**src/rtl/rpa_pkg.sv**
```systemverilog
package rpa_pkg;

  // memory geometry
  localparam int unsigned NUM_PAGES  = 32768;
  localparam int unsigned PAGE_SHIFT = 12;
  localparam int unsigned IDX_W      = $clog2(NUM_PAGES);
  localparam int unsigned DEPTH_W    = $clog2(NUM_PAGES + 1);
  localparam int unsigned ADDR_W     = 32;
  localparam int unsigned COUNT_W    = 16;

  localparam logic [ADDR_W-1:0]  DRAM_BASE = 32'h8000_0000;
  localparam logic [ADDR_W-1:0]  PAGE_MASK = ADDR_W'((64'd1 << PAGE_SHIFT) - 64'd1);
  localparam logic [ADDR_W:0]    MEM_TOP   =
      (ADDR_W + 1)'(DRAM_BASE) + ((ADDR_W + 1)'(NUM_PAGES) << PAGE_SHIFT);
  localparam logic [COUNT_W-1:0] COUNT_MAX = '1;
  localparam logic [ADDR_W-1:0]  FFA_RESET = 32'h8000_0000;

  typedef enum logic [2:0] {
    CMD_ALLOC = 3'd0,
    CMD_FREE  = 3'd1,
    CMD_SHARE = 3'd2,
    CMD_QUERY = 3'd3,
    CMD_INIT  = 3'd4
  } cmd_e;

  typedef enum logic [2:0] {
    ST_OK      = 3'd0,
    ST_OOM     = 3'd1,
    ST_BADADDR = 3'd2,
    ST_UNDER   = 3'd3,
    ST_SAT     = 3'd4
  } status_e;

  // controller to datapath
  typedef struct packed {
    logic load;        // capture the input beat and issue reads
    logic sweep_clr;   // restart the page walk
    logic sweep_step;  // one page of the walk
    logic sweep_push;  // walk also fills the free stack
    logic commit;      // finish the item and load the result
  } ctrl_cmd_t;

  // datapath to controller
  typedef struct packed {
    logic sweep_last;
    logic in_is_init;
  } dp_sts_t;

endpackage

```
**src/rtl/rpa_ctrl.sv**
```systemverilog
module rpa_ctrl (
  input  logic               clk_i,
  input  logic               rst_ni,
  input  logic               in_valid_i,
  output logic               in_stall_o,
  output logic               out_valid_o,
  input  logic               out_stall_i,
  input  rpa_pkg::dp_sts_t   sts_i,
  output rpa_pkg::ctrl_cmd_t cmd_o
);

  typedef enum logic [1:0] {
    S_CLEAR,
    S_IDLE,
    S_INIT,
    S_EXEC
  } state_e;

  state_e state_q, state_d;
  logic   out_valid_q, out_valid_d;
  logic   out_free;

  // output register can take a new result this cycle
  assign out_free = !out_valid_q || !out_stall_i;

  // command decode
  always_comb begin
    cmd_o      = '0;
    in_stall_o = 1'b1;
    state_d    = state_q;
    case (state_q)
      S_CLEAR: begin
        cmd_o.sweep_step = 1'b1;
        if (sts_i.sweep_last) begin
          state_d = S_IDLE;
        end
      end
      S_IDLE: begin
        in_stall_o = 1'b0;
        if (in_valid_i) begin
          cmd_o.load = 1'b1;
          if (sts_i.in_is_init) begin
            cmd_o.sweep_clr = 1'b1;
            state_d         = S_INIT;
          end else begin
            state_d = S_EXEC;
          end
        end
      end
      S_INIT: begin
        cmd_o.sweep_step = 1'b1;
        cmd_o.sweep_push = 1'b1;
        if (sts_i.sweep_last) begin
          state_d = S_EXEC;
        end
      end
      S_EXEC: begin
        if (out_free) begin
          cmd_o.commit = 1'b1;
          state_d      = S_IDLE;
        end
      end
      default: begin
        state_d = S_IDLE;
      end
    endcase
  end

  // output valid flag
  always_comb begin
    if (cmd_o.commit) begin
      out_valid_d = 1'b1;
    end else if (!out_stall_i) begin
      out_valid_d = 1'b0;
    end else begin
      out_valid_d = out_valid_q;
    end
  end

  // state and registered outputs
  always_ff @(posedge clk_i or negedge rst_ni) begin
    if (!rst_ni) begin
      state_q     <= S_CLEAR;
      out_valid_q <= 1'b0;
    end else begin
      state_q     <= state_d;
      out_valid_q <= out_valid_d;
    end
  end

  assign out_valid_o = out_valid_q;

`ifndef SYNTH
  a_load_next: assert property (@(posedge clk_i) disable iff (!rst_ni)
    cmd_o.load |=> (state_q == S_EXEC || state_q == S_INIT))
    else $error("accepted beat did not start work");
  a_no_overlap: assert property (@(posedge clk_i) disable iff (!rst_ni)
    !(cmd_o.commit && cmd_o.sweep_step))
    else $error("commit during page walk");
  a_valid_src: assert property (@(posedge clk_i) disable iff (!rst_ni)
    $rose(out_valid_q) |-> $past(state_q == S_EXEC))
    else $error("result raised outside execute");
`endif

endmodule

```
**config.mk**
```make
export PLATFORM = sky130hd
export DESIGN_NAME = rpa_ctrl
export DESIGN_NICKNAME = d
export VERILOG_FILES = /design/src/rtl/rpa_pkg.sv /design/src/rtl/rpa_ctrl.sv
export SDC_FILE = /design/constraint.sdc
export NUM_CORES = 1
export LEC_CHECK = 0
export BUFFER_PORTS_ARGS = -buffer_cell sky130_fd_sc_hd__buf_2
export CELL_PAD_IN_SITES_DETAIL_PLACEMENT = 2
export CELL_PAD_IN_SITES_GLOBAL_PLACEMENT = 2
export CORE_AREA = 4 4 41 43
export DETAILED_ROUTE_END_ITERATION = 16
export DIE_AREA = 0 0 45 47
export PLACE_DENSITY_LB_ADDON = 0.05
export SYNTH_ARGS = -nofsm -noshare
export SYNTH_HDL_FRONTEND = slang
export SYNTH_SLANG_ARGS = --single-unit
```
**constraint.sdc**
```tcl
create_clock -name clk_i -period 1.6 [get_ports clk_i]
set_input_delay 0.16 -clock clk_i [delete_from_list [all_inputs] [get_ports clk_i]]
set_output_delay 0.16 -clock clk_i [all_outputs]
set_load 0.03 [all_outputs]
```
# ---- Word level (Yosys, flattened, before mapping)
# Cells that the tools add are included.
dict set report word_totals {
  regBits 3
  inputBits 6
  output_inout_bits 7
  word_cells 32
}
dict set report classes {
  n_eq_ne 8
  n_mux 16
  n_reduce_logical 6
}
# operator count
set ops {}
lappend ops {{2-to-1 mux 2 bit} 6}
lappend ops {{2-to-1 mux 1 bit} 9}
lappend ops {{!= test 2 bit, second input constant} 4}
lappend ops {{case mux 2 bit (4 select lines)} 1}
lappend ops {{equality test 2 bit, second input constant} 2}
lappend ops {{AND reduction 4 bit} 1}
lappend ops {{equality test 2 x 1 -> 1 bit, second input constant} 1}
lappend ops {{logical NOT 1 bit} 2}
lappend ops {{logical NOT 2 bit} 1}
lappend ops {{!= test 2 x 1 -> 1 bit, second input constant} 1}
lappend ops {{OR reduction 2 bit} 1}
lappend ops {{logical OR 1 bit} 1}

# ---- Depth between registers and ports, before layout
dict set report logic_depth {
  ltp_word 5
  ltp_mapped 5
  depth_no_buf 5
}

# ---- Least setup slack after synthesis
# No wires, ideal clock.
dict set report synth_timing {
  kind {reg2reg}
  start {reg state_q[0]}
  end {reg state_q[0]}
  setup_time_ns 0.125
  t_arrival_ns 1.440
  required_ns 1.475
  path_slack_ns 0.035
  stages_incl_launch_ff 6
  n_path_buf 0
  synth_period_minus_slack_ns 1.565
  cell_sequence {dfrtp_1 inv_1 ha_1 nor2_4 o221ai_4 mux2_4}
}
dict set report synth_between {
  elab_chain_len 3
  elab_cells_between_ends 10
}
# item line_no
set synth_lines {}
lappend synth_lines {{start, declared} rpa_ctrl.sv:19} ;# state_e state_q, state_d;
lappend synth_lines {{start signal, assigned} rpa_ctrl.sv:86} ;# state_q <= state_d;
lappend synth_lines {{equality test 2 bit, or another cell as far along} rpa_ctrl.sv:31} ;# case (state_q)
lappend synth_lines {{!= test 2 bit (no source line)} -}
lappend synth_lines {{AND reduction 4 bit (no source line)} -}
# Parallel ways exist; a longest one is shown, timed or not.
# A chain may end at the register's enable or synchronous reset.

==> flow_metrics.py <==
metrics = {
    "hold_path": {
        "holdCritStartpoint": "out_stall_i",
        "hp-class": "input port to flop",
        "holdPathStages": 2,
    },
    "outcome": {
        "outcome": "finished clean",
    },
    "run": {
        "drv_cap": 0,
    },
    "timing": {
        "max_slew.worst_pin.slew_ns": 0.204,
        "setup_violations": 0,
        "hold_violations": 0,
        "rsz0062_at_grt": "no",
        "finalMaxSlewViolations": 0,
        "fin_ws_ns": 0.129,
        "fin_crit_sh_pct": 91.9,
        "fin_tns_setup_ns": 0,
        "fmax_mhz": 680,
        "finClkSkew_ns": 0.0000609,
        "period_minus_slack_ns": 1.47,
        "slew_headroom_pct": 86.4,
    },
    "yosys": {
        "ys.warnings.count": 0,
        "ys_seq_area_share_pct": 27.6,
        "synth_top_area_share_pct": 27.6,
        "yosys-top-cells-area": "dfrtp_1 (28%), ha_1 (23%), mux2_4 (11%)",
        "synth.distinct_cells": 14,
        "avgSynthCellArea_um2": 11.3,
        "syn-num-nets": 35,
        "netlist_area_um2": 272,
        "yosys.area.top_type": "dfrtp_1",
        "synth-seq-cells": 3,
        "synth_cells": 24,
    },
    "power": {
        "vdd_drop_max_mv": 0.818,
        "finalPower_uw": 939,
        "p_leak_nw": 0.212,
        "pwr_density_cell_nw_per_um2": 2480,
    },
    "layout": {
        "diodes": 0,
        "final_common_cell": "buf_2",
        "multi_input_area_um2": 170,
        "drive_gt1_share_pct": 50.0,
        "mostFrequentLayoutCells": "buf_2 (12), ha_1 (5), inv_1 (4)",
        "fill_cells": 155,
        "fin_nets": 52,
        "register_area_um2": 75.1,
        "area_delta_synth_final_pct": 39.6,
    },
    "global_route": {
        "grt_pass1_wl_um": 938,
        "antenna_found_initial": 0,
        "grt_pass1_vias": 254,
        "grt_overflow": 0,
        "grt_usage_pct": 6.25,
        "grt_start_max_net_pins": 6,
    },
    "floorplanning": {
        "ios": 13,
        "core_um2": 1300,
        "start_util_pct": 20.9,
        "die_width_um": 45,
        "die_area_um2": 2120,
        "die_h_um": 47,
        "num_rows": 13,
    },
    "route": {
        "vias_per_cell": 4.15,
        "via_count": 228,
        "wirelength_um": 580,
        "drtIter0Drc": 1,
        "postRouteAntennaNets": 0,
        "wire_per_inst_um": 10.5,
        "drtPass1Iterations": 2,
        "drc_errors": 0,
    },
    "setup_path": {
        "crit_required_ns": 1.44,
        "cp_cell_sequence": "inv_1 -> ha_1 -> and3_1 -> buf_2",
        "startpoint_type": "flop",
        "critical_path.startpoint": "state_q[1]$_DFFE_PN0P_",
        "cp_slowest_cell": "dfrtp_1",
        "ff2ff_path_depth": 5,
        "crit_arrival_ns": 1.31,
        "worstReg2RegStart": "state_q[1]$_DFFE_PN0P_",
        "max_stage_delay_ns": 0.42,
        "cp-end-kind": "output pin",
        "critPathKind": "flop to output pin",
        "rrSetupSlack_ns": 0.14,
        "path_max_fanout": 5,
    },
    "placed_design": {
        "gp_congestion": 0.701,
        "post-place-ws_ns": 0.115,
        "dp_hpwl_um": 508,
        "port_buffers": 12,
    },
    "clock_network": {
        "cts_sinks": 3,
        "h-tree-depth": 1,
        "cts_made_buffers": 3,
        "clock_path_buffers": 2,
        "clk_latency_ns": 0.23,
        "ctsRootBufferMaster": "clkbuf_4",
        "clkSlewWorstSetupHoldPaths_ns": 0.03,
        "cts_tree": "built",
    },
}
[synth_stat cells]
cell / instances
buf_4: 1
inv_1: 4
nor2_4: 1
o221ai_4: 1
ha_1: 5
a21boi_0: 1
inv_2: 1
nand3_1: 1
and3_1: 1
dfrtp_1: 3
and2_1: 1
o211ai_1: 1
mux2_4: 2
a21o_1: 1
[where the power goes]
| group | internal (mW) | switching [mW] | total [mW] |
|---|---|---|---|
| Combinational | 0.273 | 0.375 | 0.648 |
| Clock | 0.0932 | 0.0359 | 0.129 |
| Sequential | 0.118 | 0.0432 | 0.162 |
| Total | 0.484 | 0.454 | 0.939 |
[worst max-delay path, delay by kind of cell, from the launching register on]
family	cells	cell delay, ns
simple gates	1	0.16
buf+inv	2	0.29
flops	1	0.42
fa+ha+maj	1	0.20
[sequential cells by signal, indices dropped and copies added, names as in the netlist]
name,flops
out_valid_o,1
state_q,2
[final timing paths]
kind | endpoint
min in group asynchronous | state_q[1]$_DFFE_PN0P_
min reg2reg | out_valid_o$_DFFE_PN0P_
max | cmd_o[3]
max reg2reg | state_q[0]$_DFFE_PN0P_
min | out_valid_o$_DFFE_PN0P_
max in group asynchronous | out_valid_o$_DFFE_PN0P_
[timing repair]
| item | in CTS | in global routing |
|---|---|---|
| hold endpoints to repair | 3 | 0 |
| hold buffers | 1 | 0 |
| setup buffers | 0 | 0 |
| endpoints found under the setup margin | 0 | 0 |
| resized for setup | 0 | 0 |
[layer usage]
metal  track usage [%]  vias up  share of wire (%)
met4              5.26        0                  0
met3              1.15        0                9.0
met1              6.16      108                 38
met2              11.3       10                 53
met5                 0        -                  0
li1                  -      110                  -
[metrics by stage]
| step | instances | instance area, um2 | util [%] | hold WS [ns] |
|---|---|---|---|---|
| floorplan | 24 | 272 | - | -0.136 |
| global placement | 50 | 343 | 26.3 | -0.0418 |
| detailed placement | 50 | 343 | 26.3 | -0.0423 |
| CTS | 55 | 379 | 29.1 | 0.156 |
| global route | 55 | 379 | 29.1 | 0.168 |
| finish | 55 | 379 | 29.1 | 0.162 |
[logic make-up (layout without fill, tap and decap cells)]
| family | count (synthesis) | after routing | share of synthesized area, % |
|---|---|---|---|
| buffers and inverters | 6 | 22 | 9.68 |
| adder cells (fa/ha/maj) | 5 | 5 | 23.0 |
| AO/OA/AOI/OAI | 4 | 4 | 18.0 |
| AND/OR/NAND/NOR | 4 | 4 | 10.6 |
| flip-flops | 3 | 3 | 27.6 |
| multiplexers | 2 | 2 | 11.1 |
[final cells by class]
type | instances | area share [%]
clock buffers | 4 | 6.93
inverters | 5 | 4.95
multi-input cells | 15 | 44.9
flip-flops and latches | 3 | 19.8
well taps | 15 | 4.95
repair buffers | 13 | 18.5
No activity file was read; power rests on OpenSTA's default activity.
